### config.mk
export PLATFORM = sky130hd
export DESIGN_NAME = hex_ascii_sensor_packet_parser_unit
export DESIGN_NICKNAME = d
export VERILOG_FILES = /design/src/hasp_pkg.sv /design/src/hex_ascii_sensor_packet_parser_unit.sv /design/src/hasp_cfg_regs.sv /design/src/hasp_parser.sv
export SDC_FILE = /design/constraint.sdc
export NUM_CORES = 1
export LEC_CHECK = 0
export BUFFER_PORTS_ARGS = -buffer_cell sky130_fd_sc_hd__buf_4
export CAP_MARGIN = 40
export CORE_ASPECT_RATIO = 1.1
export CORE_MARGIN = 2
export CORE_UTILIZATION = 45
export CTS_CLUSTER_SIZE = 28
export DETAILED_ROUTE_END_ITERATION = 12
export GPL_ROUTABILITY_DRIVEN = 0
export GPL_TIMING_DRIVEN = 0
export PLACE_DENSITY = 0.66
export RECOVER_POWER = 50
export SETUP_SLACK_MARGIN = 0.15
export SLEW_MARGIN = 10
export SYNTH_ARGS = -nofsm -noshare
export SYNTH_HDL_FRONTEND = slang
export SYNTH_SLANG_ARGS = --single-unit
### constraint.sdc
create_clock -name clk -period 7.8 [get_ports clk]
set_input_delay 1.56 -clock clk [delete_from_list [all_inputs] [get_ports clk]]
set_output_delay 1.56 -clock clk [all_outputs]
set_load 0.01 [all_outputs]
### src/hasp_pkg.sv
// Shared types and constants for the hex-ascii sensor packet parser.
// Used by hasp_cfg_regs, hasp_parser and the top level; no dependencies.

package hasp_pkg;

    // configuration register indexes
    localparam logic [1:0] CFG_PACKET_TYPE = 2'd0;
    localparam logic [1:0] CFG_TEMP_CODE   = 2'd1;
    localparam logic [1:0] CFG_HUMID_CODE  = 2'd2;
    localparam logic [1:0] CFG_DIST_CODE   = 2'd3;

    // configuration reset values
    localparam logic [7:0] PACKET_TYPE_RESET = 8'h12;
    localparam logic [7:0] TEMP_CODE_RESET   = 8'h10;
    localparam logic [7:0] HUMID_CODE_RESET  = 8'h11;
    localparam logic [7:0] DIST_CODE_RESET   = 8'h30;

    // sensor kind codes
    localparam logic [1:0] KIND_TEMP  = 2'd0;
    localparam logic [1:0] KIND_HUMID = 2'd1;
    localparam logic [1:0] KIND_DIST  = 2'd2;

    // current configuration values
    typedef struct packed {
        logic [7:0] packet_type_match;
        logic [7:0] temperature_code;
        logic [7:0] humidity_code;
        logic [7:0] distance_code;
    } hasp_cfg_t;

    // one decoded result from the parser
    typedef struct packed {
        logic       hit;
        logic [1:0] kind;
        logic [9:0] node;
        logic [9:0] sensor;
        logic [9:0] payload;
    } hasp_result_t;

endpackage

### src/hex_ascii_sensor_packet_parser_unit.sv
// Top level of the hex-ascii sensor packet parser.
// Depends on hasp_pkg, hasp_cfg_regs and hasp_parser.

// Takes one received byte per request and parses packets of the form
// T<hh>N<hh>I<hh>P<hh>, producing a sensor result after the last payload
// digit when the type matches, the payload tag is 'P' and the sensor id
// matches a configured code. A byte can be accepted every cycle while
// in_stall is low: it lands in an input register, is decoded by the phase
// machine and any result goes to the output register as the byte advances.
// in_stall rises only when the input register holds a byte and the output
// register holds a result that out_stall is holding back. Configuration is
// written through cfg_write / cfg_index / cfg_data; the user must write it
// only while the block is idle, as the block itself does not enforce this.

module hex_ascii_sensor_packet_parser_unit
(
    input  logic       clk,
    input  logic       rst_n,
    input  logic       cfg_write,
    input  logic [1:0] cfg_index,
    input  logic [7:0] cfg_data,
    input  logic       in_valid,
    output logic       in_stall,
    input  logic [7:0] rx_byte,
    output logic       out_valid,
    input  logic       out_stall,
    output logic [1:0] sensor_kind,
    output logic [9:0] node_number,
    output logic [9:0] sensor_number,
    output logic [9:0] payload_value
);

    hasp_pkg::hasp_cfg_t    cfg;
    hasp_pkg::hasp_result_t result;

    logic       in_valid_reg;
    logic [7:0] byte_reg;
    logic       step;
    logic       out_valid_reg;
    logic [1:0] kind_reg;
    logic [9:0] node_reg;
    logic [9:0] sensor_reg;
    logic [9:0] payload_reg;

    hasp_cfg_regs u_cfg
    (
        .clk       (clk),
        .rst_n     (rst_n),
        .cfg_write (cfg_write),
        .cfg_index (cfg_index),
        .cfg_data  (cfg_data),
        .cfg       (cfg)
    );

    // the held byte advances when the output register can take a result
    assign step     = in_valid_reg && (!out_valid_reg || !out_stall);
    assign in_stall = in_valid_reg && !step;

    // input register
    always_ff @(posedge clk or negedge rst_n)
    begin
        if (!rst_n)
        begin
            in_valid_reg <= 1'b0;
        end
        else if (!in_stall)
        begin
            in_valid_reg <= in_valid;
        end
    end

    always_ff @(posedge clk)
    begin
        if (in_valid && !in_stall)
        begin
            byte_reg <= rx_byte;
        end
    end

    hasp_parser u_parser
    (
        .clk     (clk),
        .rst_n   (rst_n),
        .step    (step),
        .rx_byte (byte_reg),
        .cfg     (cfg),
        .result  (result)
    );

    // output register valid
    always_ff @(posedge clk or negedge rst_n)
    begin
        if (!rst_n)
        begin
            out_valid_reg <= 1'b0;
        end
        else if (step)
        begin
            out_valid_reg <= result.hit;
        end
        else if (!out_stall)
        begin
            out_valid_reg <= 1'b0;
        end
    end

    // output register payload
    always_ff @(posedge clk)
    begin
        if (step && result.hit)
        begin
            kind_reg    <= result.kind;
            node_reg    <= result.node;
            sensor_reg  <= result.sensor;
            payload_reg <= result.payload;
        end
    end

    assign out_valid     = out_valid_reg;
    assign sensor_kind   = kind_reg;
    assign node_number   = node_reg;
    assign sensor_number = sensor_reg;
    assign payload_value = payload_reg;

endmodule

### src/hasp_cfg_regs.sv
// Configuration register bank of the sensor packet parser.
// Depends on hasp_pkg for register indexes, reset values and the config struct.

module hasp_cfg_regs
(
    input  logic              clk,
    input  logic              rst_n,
    input  logic              cfg_write,
    input  logic [1:0]        cfg_index,
    input  logic [7:0]        cfg_data,
    output hasp_pkg::hasp_cfg_t cfg
);

    hasp_pkg::hasp_cfg_t cfg_reg;

    // register writes by index
    always_ff @(posedge clk or negedge rst_n)
    begin
        if (!rst_n)
        begin
            cfg_reg.packet_type_match <= hasp_pkg::PACKET_TYPE_RESET;
            cfg_reg.temperature_code  <= hasp_pkg::TEMP_CODE_RESET;
            cfg_reg.humidity_code     <= hasp_pkg::HUMID_CODE_RESET;
            cfg_reg.distance_code     <= hasp_pkg::DIST_CODE_RESET;
        end
        else if (cfg_write)
        begin
            case (cfg_index)
                hasp_pkg::CFG_PACKET_TYPE: cfg_reg.packet_type_match <= cfg_data;
                hasp_pkg::CFG_TEMP_CODE:   cfg_reg.temperature_code  <= cfg_data;
                hasp_pkg::CFG_HUMID_CODE:  cfg_reg.humidity_code     <= cfg_data;
                hasp_pkg::CFG_DIST_CODE:   cfg_reg.distance_code     <= cfg_data;
                default:                   cfg_reg.distance_code     <= cfg_reg.distance_code;
            endcase
        end
    end

    assign cfg = cfg_reg;

endmodule

### src/hasp_parser.sv
// Packet phase machine: decodes hex digit pairs and tracks node and sensor IDs.
// Depends on hasp_pkg for the config and result structs and kind codes.

module hasp_parser
(
    input  logic                   clk,
    input  logic                   rst_n,
    input  logic                   step,
    input  logic [7:0]             rx_byte,
    input  hasp_pkg::hasp_cfg_t    cfg,
    output hasp_pkg::hasp_result_t result
);

    typedef enum logic [3:0] {
        PH_IDLE    = 4'd0,
        PH_TYPE_HI = 4'd1,
        PH_TYPE_LO = 4'd2,
        PH_N_TAG   = 4'd3,
        PH_N_HI    = 4'd4,
        PH_N_LO    = 4'd5,
        PH_I_TAG   = 4'd6,
        PH_I_HI    = 4'd7,
        PH_I_LO    = 4'd8,
        PH_P_TAG   = 4'd9,
        PH_PAY_HI  = 4'd10,
        PH_PAY_LO  = 4'd11
    } phase_t;

    localparam logic [5:0] BAD_DIGIT = 6'd42;
    localparam logic [7:0] CASE_BIT  = 8'h20;
    localparam logic [7:0] CHAR_ZERO = 8'h30;
    localparam logic [7:0] CHAR_A_LC = 8'h61;
    localparam logic [7:0] CHAR_T    = 8'h54;
    localparam logic [7:0] CHAR_N    = 8'h4E;
    localparam logic [7:0] CHAR_I    = 8'h49;
    localparam logic [7:0] CHAR_P    = 8'h50;

    phase_t     phase_reg, phase_next;
    logic [5:0] high_digit_reg, high_digit_next;
    logic [9:0] node_reg, node_next;
    logic [9:0] sensor_reg, sensor_next;
    logic       tag_p_reg, tag_p_next;

    logic [7:0] folded;
    logic [7:0] digit_wide;
    logic [5:0] digit;
    logic [9:0] pair;
    logic       is_temp, is_humid, is_dist;

    // hex digit decode, either case, bad digits map to 42
    always_comb
    begin
        folded     = rx_byte | CASE_BIT;
        digit_wide = 8'd0;
        digit      = BAD_DIGIT;
        if (rx_byte inside {[8'h30:8'h39]})
        begin
            digit_wide = rx_byte - CHAR_ZERO;
            digit      = digit_wide[5:0];
        end
        else if (folded inside {[8'h61:8'h66]})
        begin
            digit_wide = folded - CHAR_A_LC + 8'd10;
            digit      = digit_wide[5:0];
        end
    end

    // two-digit value: high digit times 16 plus low digit
    assign pair = {high_digit_reg, 4'b0000} + {4'b0000, digit};

    // sensor id match, full 10-bit compare
    assign is_temp  = (sensor_reg == {2'b00, cfg.temperature_code});
    assign is_humid = (sensor_reg == {2'b00, cfg.humidity_code});
    assign is_dist  = (sensor_reg == {2'b00, cfg.distance_code});

    // next phase and data
    always_comb
    begin
        phase_next      = phase_reg;
        high_digit_next = high_digit_reg;
        node_next       = node_reg;
        sensor_next     = sensor_reg;
        tag_p_next      = tag_p_reg;
        case (phase_reg)
            PH_TYPE_HI, PH_N_HI, PH_I_HI, PH_PAY_HI:
            begin
                high_digit_next = digit;
                phase_next      = phase_t'(phase_reg + 4'd1);
            end
            PH_TYPE_LO:
                phase_next = (pair == {2'b00, cfg.packet_type_match}) ? PH_N_TAG : PH_IDLE;
            PH_N_TAG:
                phase_next = (rx_byte == CHAR_N) ? PH_N_HI : PH_I_TAG;
            PH_N_LO:
            begin
                node_next  = pair;
                phase_next = PH_I_TAG;
            end
            PH_I_TAG:
                phase_next = (rx_byte == CHAR_I) ? PH_I_HI : PH_P_TAG;
            PH_I_LO:
            begin
                sensor_next = pair;
                phase_next  = PH_P_TAG;
            end
            PH_P_TAG:
            begin
                tag_p_next = (rx_byte == CHAR_P);
                phase_next = PH_PAY_HI;
            end
            PH_PAY_LO:
                phase_next = PH_IDLE;
            default:
                phase_next = (rx_byte == CHAR_T) ? PH_TYPE_HI : PH_IDLE;
        endcase
    end

    // result for the current byte, temperature has priority
    always_comb
    begin
        result.hit     = (phase_reg == PH_PAY_LO) && tag_p_reg && (is_temp || is_humid || is_dist);
        result.kind    = is_temp ? hasp_pkg::KIND_TEMP
                       : (is_humid ? hasp_pkg::KIND_HUMID : hasp_pkg::KIND_DIST);
        result.node    = node_reg;
        result.sensor  = sensor_reg;
        result.payload = pair;
    end

    // state registers
    always_ff @(posedge clk or negedge rst_n)
    begin
        if (!rst_n)
        begin
            phase_reg      <= PH_IDLE;
            high_digit_reg <= 6'd0;
            node_reg       <= 10'd0;
            sensor_reg     <= 10'd0;
            tag_p_reg      <= 1'b0;
        end
        else if (step)
        begin
            phase_reg      <= phase_next;
            high_digit_reg <= high_digit_next;
            node_reg       <= node_next;
            sensor_reg     <= sensor_next;
            tag_p_reg      <= tag_p_next;
        end
    end

endmodule

# Word-level counts from Yosys, hierarchy flattened
# Cells that the tools add are included.
# word_totals
output_inout_bits,34
latch_bits,0
mem_bits_ro,0
mem_count,0
register_bits,105
input_bits,23
ramBits,0
wordCells,83
# op_classes
addsub,5
eq_ne,23
n_bitwise,0
muxes,10
magnitude_cmp,4
reduce_logical,25
shift,0
n_div,0
mul,0
# op_table
cell,n
10-bit by 8-bit equality test with 1-bit output,4
8-bit by 7-bit equality test with 1-bit output (second input constant),4
4-bit one-hot mux with 8 select lines,1
4-bit by 3-bit equality test with 1-bit output (second input constant),4
4-bit equality test (second input constant),4
2-bit AND reduction,8
6-bit two-way mux,2
6-bit subtractor (second input constant),2
10-bit by 6-bit adder with 10-bit output,1
4-bit by 2-bit equality test with 1-bit output (second input constant),2
8-bit by 6-bit greater-or-equal comparator with 1-bit output (second input constant),1
8-bit by 7-bit greater-or-equal comparator with 1-bit output (second input constant),1
8-bit by 6-bit <= comparator with 1-bit output (second input constant),1
8-bit by 7-bit <= comparator with 1-bit output (second input constant),1
1-bit logical AND,8
6-bit by 4-bit adder with 6-bit output (second input constant),1
2-bit two-way mux,3
4-bit by 1-bit adder with 4-bit output (second input constant),1
2-bit equality test (second input constant),2
4-bit by 1-bit equality test with 1-bit output (second input constant),1
1-bit zero test,4
4-bit two-way mux,1
4-bit OR reduction,1
1-bit logical OR,3
other kinds (4),6

# Depth between registers and ports, before layout
# Gate-level depths: netlist of the first run.
# depth
depth_word,8
depth_mapped,18

# Hierarchy
# A second synthesis of the first run with hierarchy kept.
# hier_totals
hier_cells,368
area_unflattened_um2,4825.9
# by_module_without_submodules
mod,area_each_um2,cells_each,n_inst
hasp_parser,2304.7,249,1
hex_ascii_sensor_packet_parser_unit,1300.0,51,1
hasp_cfg_regs,1221.2,68,1

# Worst setup path after synthesis of the first run
# OpenSTA, ideal clock, no wires.
# synth_timing
path_type,flip-flop to flip-flop
startpoint,register byte_reg[1]
endpoint,register u_parser.phase_reg[0]
t_required_ps,7724
path_buffers,1
setup_time_ps,76
arrival_time_ps,3762
stages_incl_launch_ff,18
slack_ps,3961
synth_period_minus_slack_ps,3839
path_cell_list,edfxtp_1 inv_1 ha_1 or3b_1 a22oi_1 or4_1 buf_2 o21a_1 nor2_1 ha_1 inv_1 fa_1 xor2_1 nand2_1 or4_4 a2111oi_2 o2111ai_1 o21ai_1
# synth_via
elab_chain_len,8
word_cells_on_any_way,17
cone_classes,add/sub (4); order compare (4); eq/ne (2); mux (5); reduce/logical (2)
# synth_lines
element,line,source
"start, declared",hex_ascii_sensor_packet_parser_unit.sv:37,logic [7:0] byte_reg;
"start signal, assigned",hex_ascii_sensor_packet_parser_unit.sv:76,byte_reg <= rx_byte;
"6-bit subtractor, or another cell as far along",hasp_parser.sv:63,digit_wide = folded - CHAR_A_LC + 8'd10;
6-bit by 4-bit adder with 6-bit output / 1-bit logical AND (equally long branches),"hasp_parser.sv:63, hasp_parser.sv:61",
6-bit two-way mux,hasp_parser.sv:61,else if (folded inside {[8'h61:8'h66]})
6-bit two-way mux (*),hasp_parser.sv:56,if (rx_byte inside {[8'h30:8'h39]})
net u_parser.digit[4],hasp_parser.sv:46,logic [5:0] digit;
10-bit by 6-bit adder with 10-bit output (*),hasp_parser.sv:69,"assign pair = {high_digit_reg, 4'b0000} + {4'b0000, digit};"
10-bit by 8-bit equality test with 1-bit output (*),hasp_parser.sv:91,"phase_next = (pair == {2'b00, cfg.packet_type_match}) ? PH_N_TAG : PH_IDLE;"
2-bit two-way mux (*),hasp_parser.sv:91,
4-bit one-hot mux with 8 select lines (*),hasp_parser.sv:84,case (phase_reg)
"end signal, assigned",hasp_parser.sv:142,phase_reg <= phase_next;
"end, declared",hasp_parser.sv:38,"phase_t phase_reg, phase_next;"
# The timed path passes the listed nets; every way through them passes the cells marked *.
# A chain may end at the register's enable or synchronous reset.

# Worst setup path after layout of the first run
# layout_timing
startpoint,register byte_reg[1]
endpoint,register u_parser.phase_reg[1]
# The elaborated chain is that of the path after synthesis.

==> results_dict.tcl, run 1 <==
set metrics [dict create \
    drc 0 \
    die_width_microns 103.5 \
    cts_max_path_buffers 2 \
    wl_microns 9473 \
    synth_top_family_by_area "simple AND/OR/NAND/NOR gates" \
    yosysSeqAreaShare 0.5788 \
    synth_cell_type_count 59 \
    layout_commonest_cell "dfrtp_1" \
    hold_viol 0 \
    critPathArrivalTime_ns 4.79 \
    syn_avg_cell_area_sq_um 12.63 \
    vias 3187 \
    rsz0062_at_grt "false" \
    p_int_mw 1.132 \
    synth_top_cell_area_share 0.2961 \
    met1_usage 0.2229 \
    grt_util_met3 0.03314 \
    ir_worst_vdd_mv 0.1295 \
    largest_reg_flops 32 \
    cellPowerDensity_mw_per_mm2 278.4 \
    die-area_sq_mm 0.01174 \
    fin_worst_skew_ns 0.009473 \
    outcome "complete, but fails checks" \
    cts_max_level 3 \
    drtIter0Drc 115 \
    synth-main-ff-cell "dfrtp_1" \
    die_height_microns 113.5 \
    power.total_mw 1.610 \
    cp_data_required_time_ns 8.05 \
    cts_tree "done" \
    synth_xor_area_frac 0.05897 \
    finalSetupViolCount 0 \
    synth-simple-area-share 0.1156 \
    gr-usage-met2 0.2755 \
    setup_tns_ns 0 \
    post-cts-setup-buffer-count 0 \
    portBuffers 56 \
    via_per_inst 5.276 \
    power.share.switching 0.2971 \
    p_leak_nw 2.431 \
    nets 494 \
    synthTopCellsByArea "dfrtp_1, edfxtp_1, mux2_2" \
    violations "max-capacitance violations, max-slew violations" \
    antenna_found_initial 0 \
    power_switching_mw 0.4783 \
    hold_class "register to register" \
    dp_hpwl_microns 6926 \
    cp_cell_sequence "inv_1, ha_1, or3b_1, a22oi_1, or4_1, buf_2, o21a_1, nor2_1, ha_1, inv_1, fa_1, xor2_1, nand2_1, or4_4, a2111oi_2, o2111ai_1, o22ai_1" \
    hold_buffers 0 \
    wl_per_cell_microns 15.68 \
    clk_latency_ns 0.34 \
    placed_cell_area_sq_mm 0.005502 \
    clock-root-buffer "clkbuf_16" \
    fin_crit_ns 4.543 \
    rows 39 \
    core_sq_mm 0.01049 \
    synth_mux_area_frac 0.09420 \
    syn-cell-area_sq_mm 0.004901 \
    cp-start-kind "register" \
    ant_nets 0 \
    drt_first_pass_iters 4 \
    slew_viol_final 72 \
    yosysTopAreaCell "dfrtp_1" \
    async_flop_share 0.6190 \
    layout_common_cells "dfrtp_1, buf_4, nand2_1, edfxtp_1, mux2_2" \
    seqPwrFrac 0.472 \
    slew_headroom -1.338 \
    synth_edf_count 40 \
    worst_pin_slew_ns 3.507 \
    cp_slowest_cell "fa_1" \
    drive_gt1_frac 0.2798 \
    path_clk_slew_ns 0.07 \
    syn_nets 426 \
    fmax_mhz 220.1 \
    yosys_warnings 0 \
    io_pins 57 \
    cts_made_buffers 9 \
    maxCapViolCount 2 \
    cts.sinks 105 \
    r2r_slack_ns 3.26 \
    critPathKind "register to register" \
    p_clk_frac 0.298 \
    overflow 0 \
    finalCritPeriodShare 0.5824 \
    post_cts_resized 0 \
    grt_usage 0.1649 \
    final_cell_area_sq_mm 0.005784 \
    crit_fanout 9 \
    synthCells 388 \
    combPwrFrac 0.230 \
    n_antenna_cell 0 \
    max_stage_delay_ns 0.59 \
    synth-seq-cells 105 \
    area_delta_synth_final_pct 18.02 \
    grt-busiest-layer "met2" \
    grt_pass1_vias 3087 \
    synth_adder_area_share 0.03983 \
    endpoint_kind "register" \
    grt_max_degree 66 \
    synth_compound_area_frac 0.08297 \
    floorplan.initialDensity 0.4671 \
    grt_pass1_wl_microns 15210 \
]
## kinds of logic (layout without fill, tap and decap cells)
family	Yosys count	in the layout
AO/OA/AOI/OAI	58	58
XOR/XNOR	33	33
flip-flops	105	105
buffers and inverters	33	106
multiplexers	41	41
adder cells (fa/ha/maj)	15	15
AND/OR/NAND/NOR	103	103
## synthesized netlist by cell type (all sizes together) (2+ instances only)
| cell type | number |
|---|---|
| ha | 14 |
| edfxtp | 40 |
| nor4 | 3 |
| mux2 | 38 |
| buf | 5 |
| a22oi | 2 |
| nand2 | 44 |
| nor2b | 4 |
| o22ai | 3 |
| or4 | 2 |
| and2b | 3 |
| mux2i | 3 |
| a2111oi | 2 |
| nor3 | 4 |
| nor2 | 8 |
| nand3b | 5 |
| inv | 23 |
| o21a | 3 |
| xnor2 | 15 |
| nand3 | 8 |
| dfrtp | 58 |
| o211ai | 3 |
| clkbuf | 5 |
| nand2b | 3 |
| a21oi | 9 |
| and2 | 2 |
| a21o | 2 |
| nor3b | 3 |
| o21ai | 23 |
| dfstp | 7 |
| o2111ai | 4 |
| nand4 | 6 |
| xor2 | 18 |
## layer usage
| layer | routed length, microns | up-vias |
|---|---|---|
| met2 | 4548 | 81 |
| met1 | 4416 | 1572 |
| met5 | 0 | - |
| met3 | 346 | 11 |
| li1 | - | 1523 |
| met4 | 162 | 0 |
## cell type report
class | count | area, sq um
Sequential cell | 105 | 2836
Buffer | 10 | 48.80
Inverter | 23 | 86.33
Fill cell | 907 | 4707
Multi-Input combinational cell | 250 | 1899
Timing Repair Buffer | 57 | 416.7
Tap cell | 143 | 178.9
Clock inverter | 6 | 88.84
Clock buffer | 10 | 229.0
## critical path: cells and delay by family, from the launching register on
family | cells | cell delay (ns)
simple gates | 5 | 1.30
fa+ha+maj | 3 | 1.02
compound gates | 5 | 1.02
flops | 1 | 0.54
buf+inv | 3 | 0.41
xor+xnor | 1 | 0.17
## power by group through the flow
stage | registers [mW] | logic, mW | clock network, mW
2_1_floorplan | 0.747 | 0.281 | 0
3_3_place_gp | 0.770 | 0.359 | 0
3_5_place_dp | 0.773 | 0.370 | 0
4_1_cts | 0.762 | 0.374 | 0.487
5_1_grt | 0.773 | 0.412 | 0.509
6_report | 0.760 | 0.371 | 0.479
## worst paths after layout
check	start	endpoint	cells after the start
worst max-delay path	byte_reg[1]$_DFFE_PP_	u_parser.phase_reg[1]$_DFFE_PN0P_	17
worst min-delay path	u_parser.node_reg[6]$_DFFE_PN0P_	node_number[6]$_DFFE_PP_	0
worst max register to register	byte_reg[1]$_DFFE_PP_	u_parser.phase_reg[1]$_DFFE_PN0P_	17
worst min register to register	u_parser.node_reg[6]$_DFFE_PN0P_	node_number[6]$_DFFE_PP_	0
max in group asynchronous	rst_n	u_parser.sensor_reg[8]$_DFFE_PN0P_	2
min in group asynchronous	rst_n	u_cfg.cfg[16]$_DFFE_PN0P_	2
## metrics by stage
step	cells	utilization	setup slack (ns)	hold slack, ns
after floorplan	388	-	3.961	0.4248
after global placement	587	0.5243	3.399	0.4332
after detailed placement	587	0.5244	3.318	0.4379
after CTS	603	0.5547	3.286	0.4522
after global routing	604	0.5513	2.551	0.4604
final	604	0.5513	3.257	0.4510
Power figures use the tool's default switching activity.
==> inputs of run 2 (changes only) <==
- PLACE_DENSITY: 0.66 -> 0.69
- clock period: 7.8 -> 3.8 ns (I/O delays scaled with it)
==> run 2 against run 1 <==
Compared with the run above:
- the flow finishes with violations (max-capacitance violations, max-slew violations, negative setup slack)
- clock-buffer cell count unchanged
- flip-flop and latch count unchanged
- power increased by 110%
- largest cell class unchanged
- sequential share of layout area decreased by 1.7 points
- first-iteration DRC count increased by 7.0%
- final area increased by 3.5%
- sequential power increased by 110%
==> results_dict.tcl, run 2 (synthesized netlist as in run 1, its figures left out) <==
set metrics [dict create \
    outcome "complete, but fails checks" \
    violations "max-capacitance violations, max-slew violations, negative setup slack" \
    p_leak_nw 2.511 \
    nets 507 \
    fin_crit_ns 3.947 \
    die_height_microns 113.5 \
    hold_viol 0 \
    vias 3242 \
    die-area_sq_mm 0.01174 \
    hold_class "register to register" \
    cp_data_required_time_ns 4.07 \
    cts.sinks 105 \
    cp_cell_sequence "buf_6, and4bb_1, a22oi_2, or4_4, buf_6, o21a_1, nor2_2, ha_2, inv_2, fa_2, xor2_1, nand2_1, or4_4, a2111oi_4, o2111ai_2, o22ai_2" \
    portBuffers 56 \
    critPathArrivalTime_ns 4.22 \
    power_switching_mw 1.029 \
    seqPwrFrac 0.468 \
    startpoint "byte_reg[1]$_DFFE_PP_" \
    endpoint_kind "register" \
    slew_viol_final 66 \
    largest_reg_flops 32 \
    area_delta_synth_final_pct 22.19 \
    post-place-cells 587 \
    clk_latency_ns 0.35 \
    n_fill_cell 859 \
    drive_gt1_frac 0.3397 \
    wl_per_cell_microns 16.22 \
    maxCapViolCount 1 \
    overflow 0 \
    cellPowerDensity_mw_per_mm2 557.3 \
    worst_pin_slew_ns 1.639 \
    layout_common_cells "dfrtp_1, buf_4, nand2_1, edfxtp_1, mux2_2" \
    cp-start-kind "register" \
    p_clk_frac 0.286 \
    cts_made_buffers 9 \
    via_per_inst 5.254 \
    final_cell_area_sq_mm 0.005988 \
    grt_usage 0.1817 \
    path_clk_slew_ns 0.07 \
    cts_max_level 3 \
    dp_hpwl_microns 6974 \
    hold_buffers 0 \
    cts_max_path_buffers 2 \
    drtIter0Drc 123 \
    finalCritPeriodShare 1.039 \
    cts_tree "done" \
    ir_worst_vdd_mv 0.2455 \
    r2r-start "byte_reg[1]$_DFFE_PP_" \
    rows 39 \
    min_from "u_parser.node_reg[0]$_DFFE_PN0P_" \
    power.share.switching 0.3084 \
    antenna_found_initial 0 \
    finalSetupViolCount 2 \
    core_sq_mm 0.01049 \
    drt_first_pass_iters 4 \
    floorplan.initialDensity 0.4671 \
    rsz0062_at_grt "true" \
    io_pins 57 \
    grt_max_degree 66 \
    drc 0 \
    ant_nets 0 \
    slew_headroom -0.09275 \
    clock-root-buffer "clkbuf_16" \
    die_width_microns 103.5 \
    combPwrFrac 0.246 \
    fin_worst_skew_ns 0.008449 \
    crit_fanout 3 \
    p_int_mw 2.308 \
    grt_pass1_vias 3317 \
    wl_microns 10010 \
    grt_pass1_wl_microns 16640 \
    fmax_mhz 253.4 \
    max_stage_delay_ns 0.58 \
    critPathKind "register to register" \
    placed_cell_area_sq_mm 0.005502 \
    n_antenna_cell 0 \
    setup_slack_ns -0.1470 \
    cp_slowest_cell "fa_2" \
    setup_tns_ns -0.2933 \
    final_cells 617 \
]
[run 2: power by group through the flow]
stage | clock network [mW] | logic (mW) | registers [mW]
global placement | 0 | 0.734 | 1.58
global route | 1.03 | 0.918 | 1.59
finish | 0.955 | 0.819 | 1.56
floorplan | 0 | 0.577 | 1.53
CTS | 0.977 | 0.810 | 1.56
detailed placement | 0 | 0.757 | 1.59
[run 2: final cells by class]
type                            count  area (sq um)  area share
Buffer                             10         65.06     0.01087
Clock buffer                       10         239.0     0.03991
Clock inverter                      6         73.82     0.01233
Inverter                           23         86.33     0.01442
Multi-Input combinational cell    250          1989      0.3322
Sequential cell                   105          2836      0.4737
Tap cell                          143         178.9     0.02988
Timing Repair Buffer               70         519.2     0.08671
[run 2: worst paths after layout]
kind / end / slack, ns / cells past startpoint
max in group asynchronous: u_parser.high_digit_reg[0]$_DFFE_PN0P_ / 2.00 / 1
min reg2reg: node_number[0]$_DFFE_PP_ / 0.45 / 0
max reg2reg: u_parser.phase_reg[1]$_DFFE_PN0P_ / -0.15 / 16
max: u_parser.phase_reg[1]$_DFFE_PN0P_ / -0.15 / 16
min: node_number[0]$_DFFE_PP_ / 0.45 / 0
min in group asynchronous: u_cfg.cfg[16]$_DFFE_PN0P_ / 0.83 / 1
[run 2: routing by layer]
layer,share of wire,GRT usage
met1,0.44,0.2315
met2,0.50,0.3095
met3,0.034,0.03657
met4,0.018,0.07027
met5,0,0
[run 2: worst max-delay path: cells and delay by family, from the launching register on]
kind / cells / cell delay [ns]
compound gates: 5 / 0.80
xor+xnor: 1 / 0.15
fa+ha+maj: 2 / 0.81
buf+inv: 3 / 0.32
flops: 1 / 0.42
simple gates: 5 / 1.36
[run 2: stage by stage]
step           hold slack (ns)    util  total power, mW  setup slack [ns]
6_report                0.4495  0.5708            3.337           -0.1470
5_1_grt                 0.4682  0.5708            3.534           -0.3201
4_1_cts                 0.4491  0.5692            3.351           -0.1917
3_5_place_dp            0.4321  0.5244            2.348           -0.6001
3_3_place_gp            0.4348  0.5243            2.315           -0.5036
2_1_floorplan           0.4248       -            2.110          -0.01073
[run 2: repair_timing]
item,in CTS,in global routing
setup endpoints to repair,2,2
resized for setup,14,3
hold endpoints to repair,0,0
pin swaps,13,6
setup buffers,12,2
